### src/rtl/wbv_pkg.sv
// ----------------------------------------------------------------------------
// Wavetable bass voice package
// Shared types, register indexes, sequencer states and helper functions.
// ----------------------------------------------------------------------------
package wbv_pkg;

  localparam int MUL_AW = 26;
  localparam int MUL_BW = 25;
  localparam int MUL_PW = MUL_AW + MUL_BW;
  localparam int MUL_CW = $clog2(MUL_BW + 1);
  localparam int CFG_IW = 3;
  localparam int CFG_DW = 24;

  typedef logic signed [MUL_AW-1:0] mul_a_t;
  typedef logic [MUL_BW-1:0] mul_b_t;
  typedef logic signed [MUL_PW-1:0] mul_p_t;

  typedef enum logic [CFG_IW-1:0] {
    REG_TIMBRE = 3'd0,
    REG_PLUCK  = 3'd1,
    REG_TONE   = 3'd2,
    REG_DECAY  = 3'd3,
    REG_NOISE  = 3'd4,
    REG_RATE   = 3'd5
  } reg_idx_e;

  typedef enum logic [1:0] {
    PLUCK_FINGER = 2'd0,
    PLUCK_PICK   = 2'd1,
    PLUCK_SLAP   = 2'd2
  } pluck_e;

  typedef enum logic [4:0] {
    ST_IDLE,
    ST_STEP,
    ST_ONF,
    ST_ONH,
    ST_FUND,
    ST_HCOEF,
    ST_HDEC,
    ST_Z2,
    ST_T1,
    ST_T2,
    ST_SIN,
    ST_WGT,
    ST_INTERP,
    ST_HAMP,
    ST_MIX,
    ST_LFSR,
    ST_ENV,
    ST_N1,
    ST_N2,
    ST_N3,
    ST_TONE,
    ST_LP,
    ST_DONE
  } state_e;

  typedef struct packed {
    logic        timbre_select;
    logic [1:0]  pluck_style;
    logic [15:0] tone_amount;
    logic [15:0] decay_amount;
    logic [15:0] noise_amount;
    logic [23:0] inv_rate;
  } cfg_t;

  typedef struct packed {
    logic [22:0] freq_hz;
    logic [15:0] note_velocity;
    logic        gate;
    logic [15:0] since_onset;
  } item_t;

  typedef struct packed {
    logic idle;
    logic res_valid;
  } core_sts_t;

  function automatic logic [15:0] cap15(logic [15:0] v);
    return (v > 16'd32768) ? 16'd32768 : v;
  endfunction

  function automatic mul_p_t rnd_shr(mul_p_t v, int unsigned s);
    mul_p_t half;
    half = mul_p_t'(1) <<< (s - 1);
    return (v + half) >>> s;
  endfunction

endpackage

### src/rtl/wbv_mul.sv
// ----------------------------------------------------------------------------
// Serial multiplier
// Signed by unsigned shift-add multiplier retiring one multiplier bit a cycle.
// ----------------------------------------------------------------------------
module wbv_mul (
  input  logic            clk_i,
  input  logic            rst_ni,
  input  logic            start_i,
  input  wbv_pkg::mul_a_t a_i,
  input  wbv_pkg::mul_b_t b_i,
  output logic            done_o,
  output wbv_pkg::mul_p_t prod_o
);

  wbv_pkg::mul_a_t             a_q;
  wbv_pkg::mul_p_t             prod_q, prod_d;
  logic [wbv_pkg::MUL_CW-1:0]  cnt_q;
  logic                        done_q;
  logic signed [wbv_pkg::MUL_AW:0] sum;

  always_comb begin
    sum = $signed({prod_q[wbv_pkg::MUL_PW-1], prod_q[wbv_pkg::MUL_PW-1:wbv_pkg::MUL_BW]});
    if (prod_q[0]) begin
      sum = sum + $signed({a_q[wbv_pkg::MUL_AW-1], a_q});
    end
    prod_d = {sum, prod_q[wbv_pkg::MUL_BW-1:1]};
  end

  always_ff @(posedge clk_i or negedge rst_ni) begin
    if (!rst_ni) begin
      cnt_q  <= '0;
      done_q <= 1'b0;
    end else begin
      done_q <= (cnt_q == wbv_pkg::MUL_CW'(1));
      if (start_i) begin
        cnt_q <= wbv_pkg::MUL_CW'(wbv_pkg::MUL_BW);
      end else if (cnt_q != '0) begin
        cnt_q <= cnt_q - 1'b1;
      end
    end
  end

  always_ff @(posedge clk_i) begin
    if (start_i) begin
      a_q    <= a_i;
      prod_q <= {{wbv_pkg::MUL_AW{1'b0}}, b_i};
    end else if (cnt_q != '0) begin
      prod_q <= prod_d;
    end
  end

  assign done_o = done_q;
  assign prod_o = prod_q;

endmodule

### src/rtl/wbv_lfsr.sv
// ----------------------------------------------------------------------------
// Fret noise generator
// 32-bit Galois LFSR advanced sixteen single steps per request.
// ----------------------------------------------------------------------------
module wbv_lfsr (
  input  logic        clk_i,
  input  logic        rst_ni,
  input  logic        start_i,
  output logic        done_o,
  output logic [15:0] noise_o
);

  localparam logic [31:0] Seed = 32'h2545_F491;
  localparam logic [31:0] Mask = 32'h8020_0003;

  logic [31:0] lfsr_q, lfsr_d;
  logic [4:0]  cnt_q;
  logic        done_q;

  always_comb begin
    lfsr_d = {1'b0, lfsr_q[31:1]};
    if (lfsr_q[0]) begin
      lfsr_d = lfsr_d ^ Mask;
    end
  end

  always_ff @(posedge clk_i or negedge rst_ni) begin
    if (!rst_ni) begin
      lfsr_q <= Seed;
      cnt_q  <= '0;
      done_q <= 1'b0;
    end else begin
      done_q <= (cnt_q == 5'd1);
      if (start_i) begin
        cnt_q <= 5'd16;
      end else if (cnt_q != '0) begin
        cnt_q  <= cnt_q - 1'b1;
        lfsr_q <= lfsr_d;
      end
    end
  end

  assign done_o  = done_q;
  assign noise_o = lfsr_q[15:0];

endmodule

### src/rtl/wbv_div.sv
// ----------------------------------------------------------------------------
// Noise envelope divider
// Restoring division of d * 32768 by the constant span, one bit a cycle.
// ----------------------------------------------------------------------------
module wbv_div #(
  parameter int Divisor = 100
) (
  input  logic                             clk_i,
  input  logic                             rst_ni,
  input  logic                             start_i,
  input  logic [$clog2(Divisor + 1)-1:0]   num_i,
  output logic                             done_o,
  output logic [15:0]                      quo_o
);

  localparam int SPW = $clog2(Divisor + 1);
  localparam int NW  = SPW + 15;
  localparam int CW  = $clog2(NW + 1);

  logic [NW-1:0]  num_q;
  logic [SPW-1:0] rem_q;
  logic [15:0]    quo_q;
  logic [CW-1:0]  cnt_q;
  logic           done_q;
  logic [SPW:0]   trial;
  logic           fits;

  assign trial = {rem_q, num_q[NW-1]};
  assign fits  = (trial >= (SPW + 1)'(Divisor));

  always_ff @(posedge clk_i or negedge rst_ni) begin
    if (!rst_ni) begin
      cnt_q  <= '0;
      done_q <= 1'b0;
    end else begin
      done_q <= (cnt_q == CW'(1));
      if (start_i) begin
        cnt_q <= CW'(NW);
      end else if (cnt_q != '0) begin
        cnt_q <= cnt_q - 1'b1;
      end
    end
  end

  always_ff @(posedge clk_i) begin
    if (start_i) begin
      num_q <= {num_i, 15'd0};
      rem_q <= '0;
      quo_q <= '0;
    end else if (cnt_q != '0) begin
      num_q <= {num_q[NW-2:0], 1'b0};
      rem_q <= fits ? SPW'(trial - (SPW + 1)'(Divisor)) : trial[SPW-1:0];
      quo_q <= {quo_q[14:0], fits};
    end
  end

  assign done_o = done_q;
  assign quo_o  = quo_q;

endmodule

### src/rtl/wbv_core.sv
// ----------------------------------------------------------------------------
// Voice sequencer
// Steps one sample through phase, envelopes, table synthesis, noise and filter
// on a shared serial multiplier. TABLE_SIZE must be a power of two.
// ----------------------------------------------------------------------------
module wbv_core #(
  parameter int TABLE_SIZE = 2048,
  parameter int NOISE_SPAN = 100
) (
  input  logic                     clk_i,
  input  logic                     rst_ni,
  input  logic                     start_i,
  input  wbv_pkg::cfg_t            cfg_i,
  input  wbv_pkg::item_t           item_i,
  input  logic                     out_free_i,
  output wbv_pkg::core_sts_t       sts_o,
  output logic signed [16:0]       audio_o
);

  localparam int IDXW = $clog2(TABLE_SIZE);
  localparam int QPAD = 16 - IDXW;
  localparam int SPW  = $clog2(NOISE_SPAN + 1);
  localparam logic [2:0] LastHarm = 3'd5;

  wbv_pkg::state_e state_q, state_d;
  logic            iss_q, iss_d;

  logic [23:0]        phase_q;
  logic [17:0]        fund_q, harm_q;
  logic [15:0]        target_q;
  logic signed [17:0] lp_q;

  logic [23:0]        step_q, hcoef_q;
  logic               sel_q;
  logic [2:0]         h_q;
  logic [IDXW-1:0]    arg_q;
  logic [14:0]        z2_q, t_q;
  logic signed [16:0] s_q, w_q, n_q;
  logic signed [33:0] acc_q;
  logic signed [15:0] ea_q, eb_q;
  logic [18:0]        amp_q;
  logic signed [19:0] x_q;
  logic [15:0]        c_q;

  wbv_pkg::mul_a_t mul_a;
  wbv_pkg::mul_b_t mul_b;
  wbv_pkg::mul_p_t p;
  logic            mul_start, mul_done;
  logic            lfsr_start, lfsr_done;
  logic            div_start, div_done;
  logic [15:0]     noise, env;
  logic            res_valid;

  logic [15:0]        vel, amt;
  logic               onset, pluck_ok, noise_on;
  logic [IDXW+23:0]   pos;
  logic [IDXW-1:0]    idx, nxt, karg;
  logic [15:0]        frac, q16;
  logic [14:0]        z;
  logic [SPW-1:0]     span_d;
  logic signed [19:0] diff;
  logic signed [16:0] ediff;
  logic signed [20:0] lpd;
  wbv_pkg::mul_p_t    fsum, lps, r14, r15, r16;
  logic [15:0]        smag;
  logic signed [33:0] acc_new, racc;
  logic signed [15:0] entry;

  function automatic logic [15:0] pluck_k(logic [1:0] style, logic harm);
    logic [15:0] k;
    unique case (style)
      wbv_pkg::PLUCK_FINGER: k = harm ? 16'd22938 : 16'd9830;
      wbv_pkg::PLUCK_PICK:   k = harm ? 16'd32768 : 16'd13107;
      wbv_pkg::PLUCK_SLAP:   k = harm ? 16'd42598 : 16'd16384;
      default:               k = 16'd0;
    endcase
    return k;
  endfunction

  function automatic logic [14:0] harm_weight(logic tsel, logic [2:0] h);
    logic [14:0] wt;
    unique case ({tsel, h})
      4'b0_000: wt = 15'd14247;
      4'b0_001: wt = 15'd5699;
      4'b0_010: wt = 15'd4274;
      4'b0_011: wt = 15'd3562;
      4'b0_100: wt = 15'd2849;
      4'b0_101: wt = 15'd2137;
      4'b1_000: wt = 15'd18725;
      4'b1_001: wt = 15'd5617;
      4'b1_010: wt = 15'd3745;
      4'b1_011: wt = 15'd2809;
      4'b1_100: wt = 15'd1872;
      default:  wt = 15'd0;
    endcase
    return wt;
  endfunction

  assign vel      = wbv_pkg::cap15(item_i.note_velocity);
  assign amt      = wbv_pkg::cap15(cfg_i.noise_amount);
  assign onset    = item_i.gate && (item_i.since_onset == 16'd0);
  assign pluck_ok = (cfg_i.pluck_style == wbv_pkg::PLUCK_FINGER) ||
                    (cfg_i.pluck_style == wbv_pkg::PLUCK_PICK) ||
                    (cfg_i.pluck_style == wbv_pkg::PLUCK_SLAP);
  assign noise_on = (amt != 16'd0) && (item_i.since_onset < 16'(NOISE_SPAN));
  assign span_d   = SPW'(NOISE_SPAN) - item_i.since_onset[SPW-1:0];

  assign pos  = {phase_q, {IDXW{1'b0}}};
  assign idx  = pos[IDXW+23:24];
  assign frac = pos[23:8];
  assign nxt  = idx + 1'b1;
  assign karg = sel_q ? nxt : idx;
  assign q16  = {arg_q, {QPAD{1'b0}}};
  assign z    = q16[14] ? (15'd16384 - {1'b0, q16[13:0]}) : {1'b0, q16[13:0]};

  assign diff  = $signed({3'b000, target_q, 1'b0}) - $signed({2'b00, fund_q});
  assign ediff = $signed({eb_q[15], eb_q}) - $signed({ea_q[15], ea_q});
  assign lpd   = $signed({x_q[19], x_q}) - $signed({{3{lp_q[17]}}, lp_q});

  assign r14  = wbv_pkg::rnd_shr(p, 14);
  assign r15  = wbv_pkg::rnd_shr(p, 15);
  assign r16  = wbv_pkg::rnd_shr(p, 16);
  assign fsum = wbv_pkg::mul_p_t'($signed({1'b0, fund_q})) + wbv_pkg::rnd_shr(p, 22);
  assign lps  = wbv_pkg::mul_p_t'(lp_q) + r15;
  assign smag = (p[28:13] > 16'd32768) ? 16'd32768 : p[28:13];

  assign acc_new = acc_q + $signed(p[33:0]);
  assign racc    = (acc_new + 34'sd16384) >>> 15;
  assign entry   = (racc > 34'sd32767) ? 16'sh7FFF :
                   (racc < -34'sd32768) ? 16'sh8000 : racc[15:0];

  wbv_mul u_mul (
    .clk_i   (clk_i),
    .rst_ni  (rst_ni),
    .start_i (mul_start),
    .a_i     (mul_a),
    .b_i     (mul_b),
    .done_o  (mul_done),
    .prod_o  (p)
  );

  wbv_lfsr u_lfsr (
    .clk_i   (clk_i),
    .rst_ni  (rst_ni),
    .start_i (lfsr_start),
    .done_o  (lfsr_done),
    .noise_o (noise)
  );

  wbv_div #(
    .Divisor (NOISE_SPAN)
  ) u_div (
    .clk_i   (clk_i),
    .rst_ni  (rst_ni),
    .start_i (div_start),
    .num_i   (span_d),
    .done_o  (div_done),
    .quo_o   (env)
  );

  always_comb begin
    state_d = state_q;
    unique case (state_q)
      wbv_pkg::ST_IDLE:   if (start_i) state_d = wbv_pkg::ST_STEP;
      wbv_pkg::ST_STEP: begin
        if (mul_done) state_d = (onset && pluck_ok) ? wbv_pkg::ST_ONF : wbv_pkg::ST_FUND;
      end
      wbv_pkg::ST_ONF:    if (mul_done) state_d = wbv_pkg::ST_ONH;
      wbv_pkg::ST_ONH:    if (mul_done) state_d = wbv_pkg::ST_FUND;
      wbv_pkg::ST_FUND:   if (mul_done) state_d = wbv_pkg::ST_HCOEF;
      wbv_pkg::ST_HCOEF:  if (mul_done) state_d = wbv_pkg::ST_HDEC;
      wbv_pkg::ST_HDEC:   if (mul_done) state_d = wbv_pkg::ST_Z2;
      wbv_pkg::ST_Z2:     if (mul_done) state_d = wbv_pkg::ST_T1;
      wbv_pkg::ST_T1:     if (mul_done) state_d = wbv_pkg::ST_T2;
      wbv_pkg::ST_T2:     if (mul_done) state_d = wbv_pkg::ST_SIN;
      wbv_pkg::ST_SIN:    if (mul_done) state_d = wbv_pkg::ST_WGT;
      wbv_pkg::ST_WGT: begin
        if (mul_done) begin
          state_d = (sel_q && (h_q == LastHarm)) ? wbv_pkg::ST_INTERP : wbv_pkg::ST_Z2;
        end
      end
      wbv_pkg::ST_INTERP: if (mul_done) state_d = wbv_pkg::ST_HAMP;
      wbv_pkg::ST_HAMP:   if (mul_done) state_d = wbv_pkg::ST_MIX;
      wbv_pkg::ST_MIX: begin
        if (mul_done) state_d = noise_on ? wbv_pkg::ST_LFSR : wbv_pkg::ST_TONE;
      end
      wbv_pkg::ST_LFSR:   if (lfsr_done) state_d = wbv_pkg::ST_ENV;
      wbv_pkg::ST_ENV:    if (div_done) state_d = wbv_pkg::ST_N1;
      wbv_pkg::ST_N1:     if (mul_done) state_d = wbv_pkg::ST_N2;
      wbv_pkg::ST_N2:     if (mul_done) state_d = wbv_pkg::ST_N3;
      wbv_pkg::ST_N3:     if (mul_done) state_d = wbv_pkg::ST_TONE;
      wbv_pkg::ST_TONE:   if (mul_done) state_d = wbv_pkg::ST_LP;
      wbv_pkg::ST_LP:     if (mul_done) state_d = wbv_pkg::ST_DONE;
      wbv_pkg::ST_DONE:   if (out_free_i) state_d = wbv_pkg::ST_IDLE;
      default:            state_d = wbv_pkg::ST_IDLE;
    endcase
  end

  always_comb begin
    mul_a      = '0;
    mul_b      = '0;
    mul_start  = 1'b0;
    lfsr_start = 1'b0;
    div_start  = 1'b0;
    res_valid  = 1'b0;
    unique case (state_q)
      wbv_pkg::ST_IDLE: begin
      end
      wbv_pkg::ST_STEP: begin
        mul_a = wbv_pkg::mul_a_t'(item_i.freq_hz);
        mul_b = wbv_pkg::mul_b_t'(cfg_i.inv_rate);
        mul_start = !iss_q;
      end
      wbv_pkg::ST_ONF: begin
        mul_a = wbv_pkg::mul_a_t'(vel);
        mul_b = wbv_pkg::mul_b_t'(pluck_k(cfg_i.pluck_style, 1'b0));
        mul_start = !iss_q;
      end
      wbv_pkg::ST_ONH: begin
        mul_a = wbv_pkg::mul_a_t'(vel);
        mul_b = wbv_pkg::mul_b_t'(pluck_k(cfg_i.pluck_style, 1'b1));
        mul_start = !iss_q;
      end
      wbv_pkg::ST_FUND: begin
        if (item_i.gate) begin
          mul_a = wbv_pkg::mul_a_t'(diff);
          mul_b = wbv_pkg::mul_b_t'(4194);
        end else begin
          mul_a = wbv_pkg::mul_a_t'(fund_q);
          mul_b = wbv_pkg::mul_b_t'(16775538);
        end
        mul_start = !iss_q;
      end
      wbv_pkg::ST_HCOEF: begin
        mul_a = wbv_pkg::mul_a_t'(wbv_pkg::cap15(cfg_i.decay_amount));
        mul_b = wbv_pkg::mul_b_t'(50332);
        mul_start = !iss_q;
      end
      wbv_pkg::ST_HDEC: begin
        mul_a = wbv_pkg::mul_a_t'(harm_q);
        mul_b = wbv_pkg::mul_b_t'(hcoef_q);
        mul_start = !iss_q;
      end
      wbv_pkg::ST_Z2: begin
        mul_a = wbv_pkg::mul_a_t'(z);
        mul_b = wbv_pkg::mul_b_t'(z);
        mul_start = !iss_q;
      end
      wbv_pkg::ST_T1: begin
        mul_a = wbv_pkg::mul_a_t'(z2_q);
        mul_b = wbv_pkg::mul_b_t'(1160);
        mul_start = !iss_q;
      end
      wbv_pkg::ST_T2: begin
        mul_a = wbv_pkg::mul_a_t'(z2_q);
        mul_b = wbv_pkg::mul_b_t'(t_q);
        mul_start = !iss_q;
      end
      wbv_pkg::ST_SIN: begin
        mul_a = wbv_pkg::mul_a_t'(z);
        mul_b = wbv_pkg::mul_b_t'(t_q);
        mul_start = !iss_q;
      end
      wbv_pkg::ST_WGT: begin
        mul_a = wbv_pkg::mul_a_t'(s_q);
        mul_b = wbv_pkg::mul_b_t'(harm_weight(cfg_i.timbre_select, h_q));
        mul_start = !iss_q;
      end
      wbv_pkg::ST_INTERP: begin
        mul_a = wbv_pkg::mul_a_t'(ediff);
        mul_b = wbv_pkg::mul_b_t'(frac);
        mul_start = !iss_q;
      end
      wbv_pkg::ST_HAMP: begin
        mul_a = wbv_pkg::mul_a_t'(harm_q);
        mul_b = wbv_pkg::mul_b_t'(45875);
        mul_start = !iss_q;
      end
      wbv_pkg::ST_MIX: begin
        mul_a = wbv_pkg::mul_a_t'(w_q);
        mul_b = wbv_pkg::mul_b_t'(amp_q);
        mul_start = !iss_q;
      end
      wbv_pkg::ST_LFSR: begin
        lfsr_start = !iss_q;
      end
      wbv_pkg::ST_ENV: begin
        div_start = !iss_q;
      end
      wbv_pkg::ST_N1: begin
        mul_a = wbv_pkg::mul_a_t'(n_q);
        mul_b = wbv_pkg::mul_b_t'(env);
        mul_start = !iss_q;
      end
      wbv_pkg::ST_N2: begin
        mul_a = wbv_pkg::mul_a_t'(n_q);
        mul_b = wbv_pkg::mul_b_t'(amt);
        mul_start = !iss_q;
      end
      wbv_pkg::ST_N3: begin
        mul_a = wbv_pkg::mul_a_t'(n_q);
        mul_b = wbv_pkg::mul_b_t'(6554);
        mul_start = !iss_q;
      end
      wbv_pkg::ST_TONE: begin
        mul_a = wbv_pkg::mul_a_t'(wbv_pkg::cap15(cfg_i.tone_amount));
        mul_b = wbv_pkg::mul_b_t'(26214);
        mul_start = !iss_q;
      end
      wbv_pkg::ST_LP: begin
        mul_a = wbv_pkg::mul_a_t'(lpd);
        mul_b = wbv_pkg::mul_b_t'(c_q);
        mul_start = !iss_q;
      end
      wbv_pkg::ST_DONE: begin
        res_valid = 1'b1;
      end
      default: begin
      end
    endcase
  end

  assign iss_d = (state_d != state_q) ? 1'b0 : (iss_q | mul_start | lfsr_start | div_start);

  always_ff @(posedge clk_i or negedge rst_ni) begin
    if (!rst_ni) begin
      state_q  <= wbv_pkg::ST_IDLE;
      iss_q    <= 1'b0;
      phase_q  <= '0;
      fund_q   <= '0;
      harm_q   <= '0;
      target_q <= '0;
      lp_q     <= '0;
    end else begin
      state_q <= state_d;
      iss_q   <= iss_d;
      if (mul_done) begin
        unique case (state_q)
          wbv_pkg::ST_STEP: begin
            if (onset) target_q <= vel;
          end
          wbv_pkg::ST_ONF: fund_q <= r14[17:0];
          wbv_pkg::ST_ONH: harm_q <= r14[17:0];
          wbv_pkg::ST_FUND: begin
            if (!item_i.gate) begin
              fund_q <= p[41:24];
            end else if (fsum < wbv_pkg::mul_p_t'(0)) begin
              fund_q <= '0;
            end else if (fsum > wbv_pkg::mul_p_t'(262143)) begin
              fund_q <= 18'h3FFFF;
            end else begin
              fund_q <= fsum[17:0];
            end
          end
          wbv_pkg::ST_HDEC:   harm_q  <= p[41:24];
          wbv_pkg::ST_INTERP: phase_q <= phase_q + step_q;
          wbv_pkg::ST_LP: begin
            if (lps < wbv_pkg::mul_p_t'(-131072)) begin
              lp_q <= 18'sh20000;
            end else if (lps > wbv_pkg::mul_p_t'(131071)) begin
              lp_q <= 18'sh1FFFF;
            end else begin
              lp_q <= lps[17:0];
            end
          end
          default: begin
          end
        endcase
      end
    end
  end

  always_ff @(posedge clk_i) begin
    if (lfsr_done && (state_q == wbv_pkg::ST_LFSR)) begin
      n_q <= $signed({noise[15], noise});
    end
    if (mul_done) begin
      unique case (state_q)
        wbv_pkg::ST_STEP:  step_q  <= p[35:12];
        wbv_pkg::ST_HCOEF: hcoef_q <= 24'd16710107 + 24'(p[30:15]);
        wbv_pkg::ST_HDEC: begin
          sel_q <= 1'b0;
          h_q   <= '0;
          arg_q <= idx;
          acc_q <= '0;
        end
        wbv_pkg::ST_Z2: z2_q <= p[28:14];
        wbv_pkg::ST_T1: t_q  <= 15'd10512 - p[28:14];
        wbv_pkg::ST_T2: t_q  <= 15'd25736 - p[28:14];
        wbv_pkg::ST_SIN: begin
          s_q <= q16[15] ? -$signed({1'b0, smag}) : $signed({1'b0, smag});
        end
        wbv_pkg::ST_WGT: begin
          if (h_q == LastHarm) begin
            if (sel_q) begin
              eb_q <= entry;
            end else begin
              ea_q <= entry;
            end
            sel_q <= 1'b1;
            h_q   <= '0;
            arg_q <= nxt;
            acc_q <= '0;
          end else begin
            h_q   <= h_q + 1'b1;
            arg_q <= arg_q + karg;
            acc_q <= acc_new;
          end
        end
        wbv_pkg::ST_INTERP: w_q   <= $signed({ea_q[15], ea_q}) + r16[16:0];
        wbv_pkg::ST_HAMP:   amp_q <= {1'b0, fund_q} + 19'(r16[15:0]);
        wbv_pkg::ST_MIX:    x_q   <= r16[19:0];
        wbv_pkg::ST_N1:     n_q   <= r15[16:0];
        wbv_pkg::ST_N2:     n_q   <= r15[16:0];
        wbv_pkg::ST_N3:     x_q   <= x_q + r15[19:0];
        wbv_pkg::ST_TONE:   c_q   <= 16'd6554 + r15[15:0];
        default: begin
        end
      endcase
    end
  end

  assign sts_o.idle      = (state_q == wbv_pkg::ST_IDLE);
  assign sts_o.res_valid = res_valid;
  assign audio_o = (lp_q > 18'sd65535) ? 17'sh0FFFF :
                   (lp_q < -18'sd65536) ? 17'sh10000 : lp_q[16:0];

endmodule

### src/rtl/wavetable_bass_voice.sv
// ----------------------------------------------------------------------------
// Wavetable bass voice
// One filtered, saturated audio sample for every note state transaction.
// ----------------------------------------------------------------------------
// The input channel carries frequency, velocity, gate and samples since onset;
// each accepted transaction produces exactly one audio_out transaction.
// Settings are written through the configuration channel, which is always
// ready; index i selects the i-th setting and unknown indexes are ignored.
// A sample is computed by one serial multiplier that retires one bit per
// cycle. A sample needs 69 to 74 products (60 of them synthesize the two
// table entries harmonic by harmonic), plus noise stepping and a bit-serial
// envelope division when fret noise is active. A new input is taken once the
// previous sample has been handed to the output register.
// Reset restores the settings defaults, clears phase, levels and filter,
// and reseeds the noise generator; no clearing pass is needed.
// When the receiver stalls, the finished sample waits in the output
// register while the next sample is computed; that one then waits in turn.
// ----------------------------------------------------------------------------
module wavetable_bass_voice #(
  parameter int TABLE_SIZE = 2048,
  parameter int NOISE_SPAN = 100
) (
  input  logic                               clk_i,
  input  logic                               rst_ni,
  input  logic                               cfg_valid_i,
  output logic                               cfg_ready_o,
  input  logic [wbv_pkg::CFG_IW-1:0]         cfg_index_i,
  input  logic [wbv_pkg::CFG_DW-1:0]         cfg_data_i,
  input  logic                               in_valid_i,
  output logic                               in_ready_o,
  input  logic [22:0]                        freq_hz_i,
  input  logic [15:0]                        note_velocity_i,
  input  logic                               gate_i,
  input  logic [15:0]                        since_onset_i,
  output logic                               out_valid_o,
  input  logic                               out_ready_i,
  output logic signed [16:0]                 audio_out_o
);

  wbv_pkg::cfg_t      cfg_q;
  wbv_pkg::item_t     item_q;
  wbv_pkg::core_sts_t sts;
  logic               go_q;
  logic               out_valid_q;
  logic signed [16:0] audio_q, core_audio;
  logic               in_acc, out_free;

  assign cfg_ready_o = 1'b1;
  assign in_ready_o  = sts.idle && !go_q;
  assign in_acc      = in_valid_i && in_ready_o;
  assign out_free    = !out_valid_q || out_ready_i;

  always_ff @(posedge clk_i or negedge rst_ni) begin
    if (!rst_ni) begin
      cfg_q.timbre_select <= 1'b0;
      cfg_q.pluck_style   <= 2'd0;
      cfg_q.tone_amount   <= 16'd16384;
      cfg_q.decay_amount  <= 16'd16384;
      cfg_q.noise_amount  <= 16'd0;
      cfg_q.inv_rate      <= 24'd5825;
    end else if (cfg_valid_i && cfg_ready_o) begin
      unique case (cfg_index_i)
        wbv_pkg::REG_TIMBRE: cfg_q.timbre_select <= cfg_data_i[0];
        wbv_pkg::REG_PLUCK:  cfg_q.pluck_style   <= cfg_data_i[1:0];
        wbv_pkg::REG_TONE:   cfg_q.tone_amount   <= cfg_data_i[15:0];
        wbv_pkg::REG_DECAY:  cfg_q.decay_amount  <= cfg_data_i[15:0];
        wbv_pkg::REG_NOISE:  cfg_q.noise_amount  <= cfg_data_i[15:0];
        wbv_pkg::REG_RATE:   cfg_q.inv_rate      <= cfg_data_i;
        default: begin
        end
      endcase
    end
  end

  always_ff @(posedge clk_i or negedge rst_ni) begin
    if (!rst_ni) begin
      go_q        <= 1'b0;
      out_valid_q <= 1'b0;
    end else begin
      go_q <= in_acc;
      if (sts.res_valid && out_free) begin
        out_valid_q <= 1'b1;
      end else if (out_ready_i) begin
        out_valid_q <= 1'b0;
      end
    end
  end

  always_ff @(posedge clk_i) begin
    if (in_acc) begin
      item_q.freq_hz       <= freq_hz_i;
      item_q.note_velocity <= note_velocity_i;
      item_q.gate          <= gate_i;
      item_q.since_onset   <= since_onset_i;
    end
    if (sts.res_valid && out_free) begin
      audio_q <= core_audio;
    end
  end

  wbv_core #(
    .TABLE_SIZE (TABLE_SIZE),
    .NOISE_SPAN (NOISE_SPAN)
  ) u_core (
    .clk_i      (clk_i),
    .rst_ni     (rst_ni),
    .start_i    (go_q),
    .cfg_i      (cfg_q),
    .item_i     (item_q),
    .out_free_i (out_free),
    .sts_o      (sts),
    .audio_o    (core_audio)
  );

  assign out_valid_o = out_valid_q;
  assign audio_out_o = audio_q;

  a_busy_after_accept: assert property (@(posedge clk_i) disable iff (!rst_ni)
    in_acc |=> !in_ready_o)
    else $error("input taken while a sample was in progress");

  a_start_busy: assert property (@(posedge clk_i) disable iff (!rst_ni)
    go_q |-> sts.idle && !in_ready_o)
    else $error("sequencer start while not idle");

  a_result_held: assert property (@(posedge clk_i) disable iff (!rst_ni)
    (sts.res_valid && out_valid_o && !out_ready_i) |=> sts.res_valid)
    else $error("finished sample dropped while output stalled");

endmodule

### config.mk
export PLATFORM = sky130hd
export DESIGN_NAME = wavetable_bass_voice
export DESIGN_NICKNAME = d
export VERILOG_FILES = /design/src/rtl/wbv_pkg.sv /design/src/rtl/wbv_mul.sv /design/src/rtl/wbv_lfsr.sv /design/src/rtl/wbv_div.sv /design/src/rtl/wbv_core.sv /design/src/rtl/wavetable_bass_voice.sv
export SDC_FILE = /design/constraint.sdc
export NUM_CORES = 2
export LEC_CHECK = 0
export ABC_AREA = 1
export BUFFER_PORTS_ARGS = -buffer_cell sky130_fd_sc_hd__clkbuf_2
export CAP_MARGIN = 20
export CORE_ASPECT_RATIO = 0.9
export CORE_MARGIN = 2
export CORE_UTILIZATION = 50
export CTS_BUF_LIST = sky130_fd_sc_hd__clkbuf_2 sky130_fd_sc_hd__clkbuf_4 sky130_fd_sc_hd__clkbuf_8
export CTS_CLUSTER_SIZE = 16
export DETAILED_ROUTE_END_ITERATION = 8
export PLACE_DENSITY = 0.66
export RECOVER_POWER = 25
export SLEW_MARGIN = 20
export SYNTH_ARGS = -nofsm -noshare
export SYNTH_HDL_FRONTEND = slang
export SYNTH_SLANG_ARGS = --single-unit
### constraint.sdc
create_clock -name clk_i -period 13.1 [get_ports clk_i]
set_clock_uncertainty 0.2 [all_clocks]
set_input_delay 1.965 -clock clk_i [delete_from_list [all_inputs] [get_ports clk_i]]
set_output_delay 1.965 -clock clk_i [all_outputs]
set_load 0.005 [all_outputs]
* Word level (Yosys, flattened, before mapping)
Memories as Yosys holds them, arrays and structs flattened.
Cells that the tools add are included.
W data, S select, Z words.
** Storage, ports and cells
- Register bits after elaboration :: 672
- Latch bits :: 0
- RAM bits :: 0
- Bits in read-only memories :: 240
- Input bits :: 88
- Output and inout bits :: 20
- Word-level logic and storage cells :: 286
- Memories kept :: 1
** Cells by class
- Add/sub/neg operators :: 30
- $mul :: 0
- Divide/modulo/power cells :: 0
- Order comparisons :: 15
- Equal/unequal tests :: 35
- Shifts and indexed selects :: 0
- Multiplexer cells :: 84
- Bitwise operators :: 6
- Reductions and logical operators :: 64
** Memories
- (no name shown) :: depth 16, width 15, rd ports 1, clocked after memory_dff 0, wr ports 0, line wbv_core.sv:82 : unique case ({tsel, h})
** Operator list (number)
- $pmux W25 S18 :: 1
- $pmux W26 S13 :: 1
- $mux W5 :: 30
- $mux W16 :: 8
- $pmux W5 S23 :: 1
- $mux W18 :: 5
- $gt A16 B16 Y1 const B :: 5
- $pmux W18 S2 :: 2
- $mux W17 :: 4
- $pmux W34 S2 :: 1
- $mux W26 :: 2
- $add A51 B16 Y51 const B :: 1
- $add A51 B23 Y51 const B :: 1
- $gt A51 B18 Y1 const B :: 1
- $gt A51 B19 Y1 const B :: 1
- $lt A51 B1 Y1 const B :: 1
- $lt A51 B18 Y1 const B :: 1
- $mux W25 :: 2
- $pmux W16 S3 :: 1
- $pmux W15 S3 :: 1
- $mux W22 :: 2
- $reduce_and A2 Y1 :: 21
- $eq A5 B4 Y1 const B :: 8
- $pmux W20 S2 :: 1
- other kinds (74) :: 132

* Longest topological paths before layout
- Depth in word-level cells :: 9
- Gate-level depth with buffers :: 33

* By module
A second synthesis with hierarchy kept.
** Unflattened totals
- Cells, all modules :: 6433
- Area total of the unflattened synthesis :: 48086.1 um2
** Modules (own cells, without submodules)
- wbv_core :: instances 1, cells an instance 4910, area an instance 34191.5 um2
- wbv_mul :: instances 1, cells an instance 727, area an instance 5266.3 um2
- wavetable_bass_voice :: instances 1, cells an instance 420, area an instance 5253.8 um2
- wbv_lfsr :: instances 1, cells an instance 204, area an instance 1783.0 um2
- wbv_div :: instances 1, cells an instance 172, area an instance 1591.5 um2

* Least setup slack after synthesis
No wires, ideal clock.
- Path kind :: input-to-reg
- From :: input in_valid_i
- To :: register item_q[0] (netlist bit) (enable)
- Library setup time :: 552 ps
- Data arrival time :: 6073 ps
- Path slack :: 6275 ps
- Cell stages on the path :: 1
- Path buffers :: 0
- Path through :: nor3b_1
** Between the ends
- Cells in the longest elaborated chain, start to end :: 1
** Ends and longest elaborated chain
- start: declaration :: line wavetable_bass_voice.sv:29 : input logic in_valid_i,
- $logic_and A1 B1 Y1 :: line wavetable_bass_voice.sv:50 : assign in_acc = in_valid_i && in_ready_o;
- end: declaration :: line wavetable_bass_voice.sv:41 : wbv_pkg::item_t item_q;
No other way between the ends.
A chain may end at the register's enable or synchronous reset.

==> summary.md <==
| Metric | Value |
|---|---|
| Post-synthesis mux area share | 0.216% |
| Max Freq | 131 MHz |
| Min-delay src | u_core.u_div.rem_q[6]$_SDFFE_PP0P_ |
| Post-Synth Adder-Cell Area | 8.69% |
| RSZ-0062 raised after global routing | no |
| Worst-Margin Slew | 3820 ps |
| Synth Cell Area | 46400 µm² |
| Via density | 6.02 |
| Leak | 23.2 nW |
| GP Congestion | 1.07 |
| DRC viols | 0 |
| Xor and xnor area share after synthesis | 5.40% |
| Final hold slack | 275 ps |
| Syn nets | 6409 |
| Cell Area, Placed | 48400 µm² |
| # hold bufs at CTS | 0 |
| #FFs+latches synth | 663 |
| Finished Layout Cells | 7490 |
| Initial antenna violation count | 11 |
| HP Class | flip-flop to flip-flop |
| DR WL/cell | 25.7 µm |
| Iter 0 DRT Violations | 6390 |
| Num rows | 105 |
| Number of distinct library cells after synthesis | 72 |
| Congestion Overflow GR | 0 |
| Cells after synthesis | 6006 |
| Setup Total Neg Slack | 0 ps |
| DIE HEIGHT | 293 µm |
| Via count | 45100 |
| Synth Area in Simple Gates | 22.9% |
| Status | finished with violations |
| Final worst slack | 5490 ps |
| Worst VDD drop | 104 µV |
| CP Data Arrival Time | 8210 ps |
| Async S/R FF share, synth | 34.2% |
| Final hold violation count | 0 |
| Synth Area in Compound Gates | 16.0% |
| First-pass GRT wire length | 278 mm |
| Clock latency on the worst-skew pair | 820 ps |
| Worst setup path start | rst_ni |
| Pwr dens | 90.9 nW/µm² |
| CTS Root Cell | clkbuf_8 |
| Vias in the first global route | 41100 |
| Post-synthesis sequential area ratio | 39.1% |
| Largest net degree at the start of global routing | 63 |
| Most frequent cell after synthesis | nand2_1 |
| I/O pin count | 108 |
| Full die area | 95200 µm² |
| Failing checks | max-capacitance violations, max-slew violations |
| EDFF count, synth | 370 |
| Syn avg cell area | 7.72 µm² |
| Post-CTS Setup Bufs | 0 |
| Fin util | 55.7% |
| Antenna-violating nets left | 0 |
| DP Cell Count | 7265 |
| Drt first pass iters | 7 |
| Gr usage total | 39.7% |
| Ys flop type | edfxtp_1 |
| CTS tree | done |
| Max_slew headroom | -155% |
| Max Cap Viol | 14 |
| Synth area leaders | edfxtp_1 24%, nand2_1 11%, dfrtp_1 11% |
| Worst R2R Start | u_core.u_mul.prod_o[25]$_SDFFE_PP0P_ |
| # port buffers | 106 |
| Final setup vio count | 0 |
| Final HPWL DP | 152 mm |
| Synth top area share | 24.0% |
| Final instance area | 51000 µm² |
| Reg clk slew, reported paths | 60 ps |
| Nets@finish | 6558 |
| Share of layout cells above drive strength 1 | 8.47% |
| Initial core utilization | 50.6% |
| Post-synth top area cell | edfxtp_1 |
| Synth cell count leaders | 1405 x nand2_1, 726 x inv_1, 543 x nor2_1 |
| Tmin final | 7610 ps |
| DP Worst Slack | 6960 ps |
| Crit Path Category | input port to asynchronous set/reset pin |
| CTS buffer count | 115 |
| Fin crit share | 58.1% |
| Area added between synthesis and finish | 9.95% |
| Final wirelength | 193 mm |
| Core Footprint | 91600 µm² |
| Resized cells post-CTS | 0 |
| Max clock buf depth | 3 |
| Ys Warns | 0 |
| WP data required | 13700 ps |
| CTS H-Tree Depth | 3 |
| Chip Width | 325 µm |
| Main combinational cell family by area after synthesis | simple AND/OR/NAND/NOR gates |
| Pwr Total | 4.64 mW |
| CTS sink cnt | 663 |
| CP Launch Type | input port |
| Crit-path max FO | 62 |
| Crit end category | asynchronous set/reset pin |
| Final Max Slew Viols | 350 |
[sequential cells by signal, summed over array words and instances, names as in the netlist, 19 cells and up]
| name | cells |
|---|---|
| u_core.u_mul.prod_o | 51 |
| cfg_q | 75 |
| u_core.x_q | 20 |
| u_core.step_q | 24 |
| u_core.u_lfsr.lfsr_q | 32 |
| u_core.phase_q | 24 |
| u_core.u_mul.a_q | 24 |
| u_core.acc_q | 34 |
| u_core.amp_q | 19 |
| item_q | 56 |
[report_power, final]
group | switching [mW] | total [mW] | internal [mW] | leakage [nW]
Sequential | 0.0658 | 2.30 | 2.24 | 6.74
Clock | 0.964 | 2.17 | 1.21 | 1.37
Combinational | 0.111 | 0.162 | 0.0506 | 15.0
[cell type report]
type	instances	area, µm²
antenna	3	7.51
clock buffer	173	2170
clock inverter	46	440
fill	8877	40600
inverter	762	2860
multi-input combinational	4423	24800
sequential	663	18100
tap	1230	1540
timing repair buffer	190	1050
[layer usage]
| layer | vias to the layer above | track usage (%) | share of wire (%) |
|---|---|---|---|
| met1 | 21400 | 58.0 | 43 |
| met5 | - | 0 | 0.029 |
| met2 | 2682 | 54.8 | 39 |
| li1 | 20600 | - | - |
| met4 | 8 | 12.9 | 3.9 |
| met3 | 391 | 13.2 | 14 |
[placed cells by master, fill, tap and decap left out, drive strengths merged, types with 13 or more instances in the layout]
master   netlist  final
nand3b        15     15
or2           28     28
a21o          17     17
nand3        286    286
a221oi        64     64
nor2         576    576
a21oi        447    447
o221ai        13     13
dfxtp         66     66
dfrtp        205    205
ha           303    303
o22ai         16     16
o211ai        30     30
nand4         76     76
edfxtp       370    370
a22oi         29     29
o21ai        507    507
clkinv        16     46
inv          746    751
o31ai         15     15
nor4          32     32
nor3          71     71
a31oi         31     31
clkbuf       113    310
nand2       1428   1428
o21a          13     13
xnor2         63     63
xor2         221    221
o2111ai       23     23
a22o          14     14
buf           45     53
o21bai        23     23
dfstp         22     22
[kinds of logic after synthesis]
logic type                 after synthesis
AOI/OAI and AO/OA                     1284
muxes                                    9
buffers and inverters                  920
adders and majority gates              315
other                                    1
xor gates and xnor gates               284
and+or+nand+nor                       2530
DFF                                    663
[worst paths after layout]
path / to / slack (ps) / cells after the start
hold reg to reg: u_core.u_div.rem_q[6]$_SDFFE_PP0P_ / 280 / 2
setup reg to reg: u_core.lp_q[12]$_DFFE_PN0P_ / 6250 / 18
min in group asynchronous: u_core.harm_q[3]$_DFFE_PN0P_ / 2300 / 1
hold / removal: u_core.u_div.rem_q[6]$_SDFFE_PP0P_ / 280 / 2
setup / recovery: u_core.lp_q[16]$_DFFE_PN0P_ / 5490 / 3
max in group clk_i: u_core.lp_q[12]$_DFFE_PN0P_ / 6250 / 18
[critical path, cell delays in order]
cell      delay (ps)
clkbuf_1        2640
clkbuf_1        2460
buf_4            970
No activity file was read; power rests on OpenSTA's default activity.
